### src/rtl/xor_linear_basis_macros.svh
// assertion macros shared by the xor linear basis rtl
`ifndef XOR_LINEAR_BASIS_MACROS_SVH
`define XOR_LINEAR_BASIS_MACROS_SVH

// clocked check, off while reset is asserted
`define XLB_ASSERT(label, prop, msg) \
  label: assert property (@(posedge clk_i) disable iff (!rst_ni) (prop)) else $error(msg);

// clocked check that also holds during reset
`define XLB_ASSERT_ALWAYS(label, prop, msg) \
  label: assert property (@(posedge clk_i) (prop)) else $error(msg);

`endif

### src/rtl/xlb_pkg.sv
// package with shared types and constants for the xor linear basis
`timescale 1ns / 1ps

package xlb_pkg;

  // fixed field widths of the beats
  localparam int unsigned VEC_W  = 64;
  localparam int unsigned RANK_W = 7;

  // operation codes
  typedef enum logic [0:0] {
    OP_INSERT = 1'b0,
    OP_QUERY  = 1'b1
  } op_e;

  // sequencer states
  typedef enum logic [2:0] {
    ST_IDLE,
    ST_RED,
    ST_CLR,
    ST_WR,
    ST_DONE
  } state_e;

endpackage

### src/rtl/xor_linear_basis.sv
// xor linear basis: gf(2) row-echelon basis with insert and span query
`timescale 1ns / 1ps
//
// Usage
// - input channel: in_valid_i / in_stall_o carry op_i and vec_i; op_i selects
//   insert (add vec_i to the basis) or query (span test only). Only the low
//   WIDTH bits of vec_i count.
// - output channel: out_valid_o / out_stall_i carry in_span_o and rank_o, one
//   result beat per input beat, in order.
// - sequence: a query or a dependent insert makes one reduction sweep of the
//   row memory before its result beat; an independent insert adds a sweep to
//   clear the new pivot from the other rows and a write of the new row.
// - throughput: one beat at a time; the next beat is taken only after the last
//   one's sweeps: one sweep of the row memory for the reduction and, for an
//   independent insert, a second sweep to clear the new pivot, one row per
//   cycle with the registered read one row ahead of the xor unit.
// - in_stall_o is high from accept until the result is placed in the output
//   register; a new beat can be taken while that result waits for the
//   receiver, and the next result then waits in its final state.
// - reset empties the basis at once (valid bits and row count clear) and drops
//   any pending result; no memory sweep is needed.
//
module xor_linear_basis
  import xlb_pkg::*;
#(
  parameter int unsigned WIDTH = 64
) (
  input  logic              clk_i,
  input  logic              rst_ni,
  input  logic              in_valid_i,
  output logic              in_stall_o,
  input  logic              op_i,
  input  logic [VEC_W-1:0]  vec_i,
  output logic              out_valid_o,
  input  logic              out_stall_i,
  output logic              in_span_o,
  output logic [RANK_W-1:0] rank_o
);

`include "xor_linear_basis_macros.svh"

  localparam int unsigned IdxW = (WIDTH > 1) ? $clog2(WIDTH) : 1;
  localparam int unsigned CntW = $clog2(WIDTH + 1);
  localparam logic [IdxW-1:0] LastIdx = IdxW'(WIDTH - 1);

  // row memory, indexed by pivot
  logic [WIDTH-1:0] mem [WIDTH];
  logic [WIDTH-1:0] rdata_q;
  logic             mem_we;
  logic [IdxW-1:0]  mem_waddr;
  logic [WIDTH-1:0] mem_wdata;

  // sequencer state
  state_e           state_q, state_d;
  logic [WIDTH-1:0] x_q, x_d;
  logic             op_q, op_d;
  logic [IdxW-1:0]  idx_q, idx_d;
  logic             issue_q, issue_d;
  logic             use_q, use_d;
  logic [IdxW-1:0]  use_idx_q, use_idx_d;
  logic [IdxW-1:0]  piv_q, piv_d;
  logic             found_q, found_d;
  logic             span_q, span_d;
  logic [WIDTH-1:0] row_valid_q, row_valid_d;
  logic [CntW-1:0]  cnt_q, cnt_d;

  // output register
  logic              out_valid_q, out_valid_d;
  logic              in_span_q, in_span_d;
  logic [RANK_W-1:0] rank_q, rank_d;

  // xor unit signals
  logic             hit;
  logic [WIDTH-1:0] x_new;

  assign in_stall_o  = (state_q != ST_IDLE);
  assign out_valid_o = out_valid_q;
  assign in_span_o   = in_span_q;
  assign rank_o      = rank_q;

  // shared xor unit: reduce step and clear step
  always_comb begin
    hit   = 1'b0;
    x_new = x_q;
    if (state_q == ST_RED) begin
      hit   = row_valid_q[use_idx_q] & x_q[use_idx_q];
      x_new = hit ? (x_q ^ rdata_q) : x_q;
    end else if (state_q == ST_CLR) begin
      hit = row_valid_q[use_idx_q] & rdata_q[piv_q];
    end
  end

  // next state and datapath control
  always_comb begin
    state_d     = state_q;
    x_d         = x_q;
    op_d        = op_q;
    idx_d       = idx_q;
    issue_d     = issue_q;
    use_d       = issue_q;
    use_idx_d   = idx_q;
    piv_d       = piv_q;
    found_d     = found_q;
    span_d      = span_q;
    row_valid_d = row_valid_q;
    cnt_d       = cnt_q;
    out_valid_d = out_valid_q;
    in_span_d   = in_span_q;
    rank_d      = rank_q;
    mem_we      = 1'b0;
    mem_waddr   = use_idx_q;
    mem_wdata   = rdata_q ^ x_q;

    // output beat taken
    if (out_valid_q && !out_stall_i) begin
      out_valid_d = 1'b0;
    end

    // read address walks ahead of the xor unit by one row
    if (issue_q) begin
      if (idx_q == LastIdx) begin
        issue_d = 1'b0;
      end else begin
        idx_d = idx_q + IdxW'(1);
      end
    end

    unique case (state_q)
      ST_IDLE: begin
        use_d   = 1'b0;
        issue_d = 1'b0;
        if (in_valid_i) begin
          x_d     = vec_i[WIDTH-1:0];
          op_d    = op_i;
          idx_d   = '0;
          issue_d = 1'b1;
          found_d = 1'b0;
          state_d = ST_RED;
        end
      end
      ST_RED: begin
        if (use_q) begin
          x_d = x_new;
          // bit use_idx_q is final once its row has been applied
          if (!found_q && x_new[use_idx_q]) begin
            found_d = 1'b1;
            piv_d   = use_idx_q;
          end
          if (use_idx_q == LastIdx) begin
            span_d = (x_new == '0);
            if (op_q == OP_INSERT && x_new != '0) begin
              idx_d   = '0;
              issue_d = 1'b1;
              use_d   = 1'b0;
              state_d = ST_CLR;
            end else begin
              state_d = ST_DONE;
            end
          end
        end
      end
      ST_CLR: begin
        if (use_q) begin
          mem_we = hit;
          if (use_idx_q == LastIdx) begin
            state_d = ST_WR;
          end
        end
      end
      ST_WR: begin
        mem_we             = 1'b1;
        mem_waddr          = piv_q;
        mem_wdata          = x_q;
        row_valid_d[piv_q] = 1'b1;
        cnt_d              = cnt_q + CntW'(1);
        state_d            = ST_DONE;
      end
      ST_DONE: begin
        if (!out_valid_q || !out_stall_i) begin
          out_valid_d = 1'b1;
          in_span_d   = span_q;
          rank_d      = RANK_W'(cnt_q);
          state_d     = ST_IDLE;
        end
      end
      default: begin
        state_d = ST_IDLE;
      end
    endcase
  end

  // control registers
  always_ff @(posedge clk_i or negedge rst_ni) begin
    if (!rst_ni) begin
      state_q     <= ST_IDLE;
      issue_q     <= 1'b0;
      use_q       <= 1'b0;
      found_q     <= 1'b0;
      row_valid_q <= '0;
      cnt_q       <= '0;
      out_valid_q <= 1'b0;
    end else begin
      state_q     <= state_d;
      issue_q     <= issue_d;
      use_q       <= use_d;
      found_q     <= found_d;
      row_valid_q <= row_valid_d;
      cnt_q       <= cnt_d;
      out_valid_q <= out_valid_d;
    end
  end

  // payload registers
  always_ff @(posedge clk_i) begin
    x_q       <= x_d;
    op_q      <= op_d;
    idx_q     <= idx_d;
    use_idx_q <= use_idx_d;
    piv_q     <= piv_d;
    span_q    <= span_d;
    in_span_q <= in_span_d;
    rank_q    <= rank_d;
  end

  // row memory: one write port, one registered read port
  always_ff @(posedge clk_i) begin
    if (mem_we) begin
      mem[mem_waddr] <= mem_wdata;
    end
    rdata_q <= mem[idx_q];
  end

  // checks
  `XLB_ASSERT(a_accept_starts_reduce, (in_valid_i && !in_stall_o) |=> (state_q == ST_RED), "accepted beat did not start a reduction")
  `XLB_ASSERT(a_count_matches_valid, $countones(row_valid_q) == int'(cnt_q), "row count differs from number of valid rows")
  `XLB_ASSERT(a_clear_needs_pivot, (state_q == ST_CLR) |-> (found_q && op_q == OP_INSERT), "clear pass without a pivot on an insert")
  `XLB_ASSERT(a_new_row_free, (state_q == ST_WR) |-> !row_valid_q[piv_q], "new row written over a valid pivot")
  `XLB_ASSERT(a_result_not_lost, (out_valid_q && out_stall_i) |=> out_valid_q, "pending result dropped under stall")

endmodule
### config.mk
export PLATFORM = sky130hd
export DESIGN_NAME = xor_linear_basis
export DESIGN_NICKNAME = d
export VERILOG_FILES = /design/src/rtl/xlb_pkg.sv /design/src/rtl/xor_linear_basis.sv
export VERILOG_INCLUDE_DIRS = /design/src /design/src/rtl
export SDC_FILE = /design/constraint.sdc
export NUM_CORES = 2
export LEC_CHECK = 0
export BUFFER_PORTS_ARGS = -buffer_cell sky130_fd_sc_hd__buf_2
export CAP_MARGIN = 15
export CORE_MARGIN = 5
export CORE_UTILIZATION = 55
export CTS_BUF_LIST = sky130_fd_sc_hd__clkbuf_2
export DETAILED_ROUTE_END_ITERATION = 8
export GPL_TIMING_DRIVEN = 0
export PLACE_DENSITY = 0.77
export SYNTH_ARGS = -nofsm -noshare
export SYNTH_HDL_FRONTEND = slang
export SYNTH_SLANG_ARGS = --single-unit
### constraint.sdc
create_clock -name clk_i -period 6.9 [get_ports clk_i]
set_input_delay 1.38 -clock clk_i [delete_from_list [all_inputs] [get_ports clk_i]]
set_output_delay 1.38 -clock clk_i [all_outputs]
set_load 0.03 [all_outputs]
### Word-level counts from Yosys, hierarchy flattened

Memory sizes are Yosys's and may differ from the RTL's. A register that Yosys moved wholly into a read port is not among the register bits.
Cells that the tools add are included.

| storage, ports and cells | value |
|---|---|
| bits in registers | 170 |
| bits in writable memories | 4096 |
| logic and storage cells | 114 |
| memories | 1 |

Memories:

| memory | words | width | read ports | clocked after Yosys merged registers in | write ports | line | RTL |
|---|---|---|---|---|---|---|---|
| mem | 64 | 64 | 1 | 1 | 1 | xor_linear_basis.sv:47 | `logic [WIDTH-1:0] mem [WIDTH];` |

| operators by class | value |
|---|---|
| $add $sub $neg | 2 |
| order comparisons | 3 |
| equality and inequality tests | 13 |
| muxes and demuxes | 55 |
| bitwise gates (word level) | 5 |
| reductions and logical operators | 20 |

Operators by type and width:

| kind | count |
|---|---|
| $mux 64 | 5 |
| $pmux 64 s2 | 1 |
| $logic_not 64->1 | 1 |
| $or 64x64->64 | 1 |
| $reduce_bool 64->1 | 1 |
| $xor 64x64->64 | 1 |
| $mux 6 | 7 |
| $bmux 1 s6 | 4 |
| $mux 1 | 24 |
| $mux 3 | 7 |
| $pmux 3 s5 | 1 |
| $lt 6x7->1 const B | 2 |
| $eq 6x6->1 const B | 2 |
| $pmux 6 s2 | 1 |
| $reduce_and 3->1 | 3 |
| $ne 2x2->1 const B | 4 |
| $pmux 1 s2 | 4 |
| $add 7x1->7 const B | 1 |
| $add 6x1->6 const B | 1 |
| $demux 1 s6 | 1 |
| $eq 3x2->1 const B | 2 |
| $ge 6x1->1 const B | 1 |
| $ne 2x1->1 const B | 3 |
| $reduce_and 6->1 | 1 |
| 12 further kinds | 19 |

### Depth between registers and ports, before layout

| depth | value |
|---|---|
| word-level depth | 11 |
| mapped depth | 19 |

### Worst setup path after synthesis

No wires, ideal clock.

| timing | value |
|---|---|
| kind | register -> register |
| start | register use_idx_q[0] |
| end | memory mem[0][0], enable pin |
| setup time | 486 ps |
| arrival | 5735 ps |
| data required time | 6414 ps |
| slack | 679 ps |
| stages on the path, launching flop included | 17 |
| path buffers | 6 |
| period minus slack after synthesis | 6221 ps |
| cell sequence | dfxtp_1 -> buf_6 -> buf_12 -> buf_12 -> buf_12 -> mux2i_1 -> a221oi_2 -> o21ai_1 -> a221o_1 -> a22o_1 -> clkbuf_1 -> a21boi_0 -> o21ai_0 -> nand2b_1 -> or2_2 -> clkbuf_1 -> nor2_1 |

| on the way | value |
|---|---|
| cells in the longest elaborated chain, start to end | 8 |
| elaborated cells on any way between the ends | 12 |
| classes of those cells | 10 x mux; 2 x bitwise |

RTL lines:

| item | line | RTL |
|---|---|---|
| start, declared | xor_linear_basis.sv:60 | `logic [IdxW-1:0] use_idx_q, use_idx_d;` |
| start signal, assigned | xor_linear_basis.sv:218 | `use_idx_q <= use_idx_d;` |
| $bmux 1 s6, on equally long branches | xor_linear_basis.sv:86, xor_linear_basis.sv:89 |  |
| $mux 1, on equally long branches | xor_linear_basis.sv:86, xor_linear_basis.sv:89 |  |
| $and 1x1->1, on equally long branches | xor_linear_basis.sv:89, xor_linear_basis.sv:86 |  |
| $mux 1 | xor_linear_basis.sv:85 | `if (state_q == ST_RED) begin` |
| $mux 1 | xor_linear_basis.sv:163 | `if (use_q) begin` |
| $pmux 1 s2 | xor_linear_basis.sv:128 | `unique case (state_q)` |
| $mux 1 | xor_linear_basis.sv:227 | `if (mem_we) begin` |
| $mux 1 (implied by the code) | xor_linear_basis.sv:228 | `mem[mem_waddr] <= mem_wdata;` |
| end, declared | xor_linear_basis.sv:47 |  |

Several ways; a longest one is shown, not always the timed one. The select of a mux whose other input is x is not followed.

### Final worst setup path

| timing | value |
|---|---|
| start | register use_idx_q[1] |
| end | memory mem[52][30], enable pin |

Same word-level chain as after synthesis.

==> results.ini <==
[timing]
min_period_over_period=1.03
fin_tns_setup_ns=-14.93
maxSlewHeadroom=0.0975
final.setup.worst_slack_ns=-0.199
hold_viol=0
worst_pin_slew_ns=1.35
rsz0062_at_grt=no
report.final.slew_viol_count=0
period_minus_slack_ns=7.10
finClkSkew_ns=0.254
setup_viol=315
max_freq_mhz=141

[yosys]
syn_inst=7248
synth.yosys.seq_area_share=0.764
synth_nets=7319
synth_top_cell_by_area=edfxtp_1
synth_ff_type=edfxtp_1
synth_cell_types=80
async_reset_ff_frac=0.0180
syn_avg_cell_area_um2=23.3
synth_area_leaders=edfxtp_1, mux4_2, dfrtp_1, dfxtp_1, clkbuf_1
yosys_warnings=0
synth-edff-count=4176
yosys_register_bits=4330
synth_top_area_frac=0.744
synthesis.area_mm2=0.169

[run]
max-cap-violations=0

[min_path]
holdCritStartpoint=vec_i[36]
hold_end=x_q[36]$_DFFE_PP_
hold_depth=4
min-delay-path-class=input pin to flip-flop

[floorplanning]
core_mm2=0.306
fp.dieW_um=564
die_area_mm2=0.318
die_h_um=564
row_count=203
io_pins=79
start_util=0.552

[global_routing]
antenna_found_initial=27
grt_max_degree=50
grtUsageTotal=0.311
grt_pass1_wl_um=679000
first_global_vias=92300
grt-ovfl-total=0

[setup_path]
cp-start-kind=flip-flop
rr_worst_depth=15
end_kind=flip-flop
setup.worst_path.class=flip-flop to flip-flop
crit_start=use_idx_q[1]$_DFF_P_
crit_slowest_cell=nor2_4
critPathBufInv=5
crit_family=compound AO/OA/AOI/OAI gates
r2r_slack_ns=-0.20
path_cells=buf_4 -> buf_2 -> nand3_1 -> o22ai_1 -> a211o_1 -> o2111ai_1 -> a22o_1 -> clkbuf_1 -> a21boi_0 -> o21ai_0 -> nor2_1 -> nand2_1 -> nor2_4 -> buf_16 -> buf_12
critPathMaxFanout=22
cp.arrival_ns=8.80
rr_startpoint=use_idx_q[1]$_DFF_P_
r2r-end=mem[52][30]$_DFFE_PP_
crit_required_ns=8.60
max_stage_delay_ns=0.84

[outcome]
status=complete, but fails checks
violations=setup timing

[power]
irDropWorstVdd_mv=0.326
pwr-share-clk=0.185
p_sw_mw=32.0
seq_power_share=0.427
power_leakage_nw=62.9
internal_power_mw=57.1
pwr-share-comb=0.389
power_density_mw_per_mm2=463
power_mw=89.1
switching_share=0.359

[layout]
final-seq-area_mm2=0.129
nFillCells=19800
drive_gt1_frac=0.384
synthToLayoutAreaGrowth_pct=14.3
fin_nets=9004
multiInputGateArea_mm2=0.0387
final_cells=13800
final_util=0.631

[clock_network]
cts_max_level=7
cts.path.max_buffers=5
clk_pin_slew_worst_paths_ns=0.12
cts.sinks=4330
cts_tree=done
cts_buffers=1100
ctsRootBufferMaster=clkbuf_2
clk-insertion-delay-late_ns=2.25

[detailed_routing]
wl_um=488000
drcViolationCount=0
vias=89900
wire_per_inst_um=35.5
dr.pass1.iters=6
viasPerCell=6.53
detail_route.iter0.violations=13200
ant_nets=0

[placement]
post-place-ws_ns=-0.232
dp.cells=11800
portBuffers=78
dpl.hpwl_um=343000
gp_congestion=0.966

==> state kept, by name, summed over array words and instances, names as in the netlist, 3 cells and up <==
register / flops
cnt_q: 7
idx_q: 6
mem: 4096
piv_q: 6
rank_o: 7
rdata_q: 64
row_valid_q: 64
state_q: 3
use_idx_q: 6
x_q: 64
==> metrics by stage <==
step	hold slack [ns]	area, µm²
after detailed placement	0.360	182000
after global placement	0.341	174000
after CTS	0.00172	192000
after global routing	0.0309	193000
after floorplan	0.329	169000
final	0.238	193000
==> worst min-delay path, stage by stage <==
cell and delay [ns]:
dlygate4sd3_1 0.52, buf_2 0.18, nand2_1 0.08, o21ai_0 0.09
==> how the worst max path moves through the flow <==
stage,endpoint,cells past startpoint
6_report,mem[52][30]$_DFFE_PP_,15
5_1_grt,mem[52][30]$_DFFE_PP_,15
4_1_cts,mem[20][33]$_DFFE_PP_,15
3_5_place_dp,mem[47][30]$_DFFE_PP_,16
3_3_place_gp,mem[40][28]$_DFFE_PP_,14
2_1_floorplan,mem[0][0]$_DFFE_PP_,16
==> cell families (layout without fill, tap and decap cells) <==
kind of cell,after synthesis,in the layout,synth area share
AOI/OAI and AO/OA,341,341,0.0144
xor gates and xnor gates,166,166,0.00862
adders and majority gates,2,2,0.000148
buffers and inverters,491,2866,0.0120
DFF,4330,4330,0.764
muxes,1429,1429,0.188
other,0,54,0
and+or+nand+nor,489,489,0.0129
==> final cells by class <==
class	instances	area share
Clock inverter	254	0.00734
Antenna cell	54	0.000701
Buffer	437	0.00971
Sequential cell	4330	0.669
Multi-Input combinational cell	2427	0.201
Tap cell	4100	0.0266
Timing Repair Buffer	586	0.0452
Inverter	51	0.000993
Clock buffer	1538	0.0399
==> synthesized netlist by cell type (all sizes together), types with 12 or more instances <==
cell type	n
or2	13
o21ai	83
a221oi	45
inv	49
nand2b	12
xor2	46
dfrtp	78
nor2	126
o22ai	17
edfxtp	4176
o21bai	40
nand3	33
nor3	18
nor4	18
a21o	32
a31oi	18
mux2i	42
nand2	219
xnor2	120
a211oi	15
dfxtp	76
clkbuf	295
mux4	1379
a21oi	23
buf	145
==> power by group through the flow <==
stage | Clock (mW) | Sequential (mW) | Combinational, mW
floorplan | 0 | 39.1 | 18.9
global placement | 0 | 40.0 | 28.8
detailed placement | 0 | 38.6 | 33.6
CTS | 16.7 | 38.0 | 33.8
global route | 18.2 | 38.0 | 36.0
finish | 16.4 | 38.0 | 34.7
==> metal layers <==
metal	routed length [µm]	global-route usage	vias to the layer above
met5	195	0	-
met4	28000	0.169	4
met3	59600	0.0965	1264
met2	240000	0.494	7103
met1	161000	0.387	46500
li1	-	-	35000
==> cell usage in the layout, fill, tap and decap left out, types with 17 or more instances in the layout <==
cell type	instances
dfxtp_1	76
xnor2_1	56
dlygate4sd3_1	106
clkinv_1	199
nor2_4	64
mux4_2	1366
nor4_1	17
clkbuf_1	259
buf_16	35
mux2i_1	42
a21o_1	31
nor2_1	61
o21ai_0	81
inv_2	20
diode_2	54
xor2_1	46
buf_1	97
clkinv_2	17
nand3_1	33
dfrtp_1	78
nor3_1	18
buf_2	101
buf_8	128
o22ai_1	17
xnor2_2	64
nand2_1	219
a21oi_1	22
a221oi_1	39
o21bai_1	40
buf_12	195
edfxtp_1	4176
inv_1	49
buf_6	53
clkbuf_2	1571
==> what timing repair did <==
action / 4_1_cts / 5_1_grt
hold buffers: 107 / 0
gates resized for setup: 5 / 0
pin swaps: 0 / 1
endpoints found under the hold margin: 163 / 0
setup buffers: 0 / 1
endpoints found under the setup margin: 925 / 33
No activity file was read; power rests on OpenSTA's default activity.
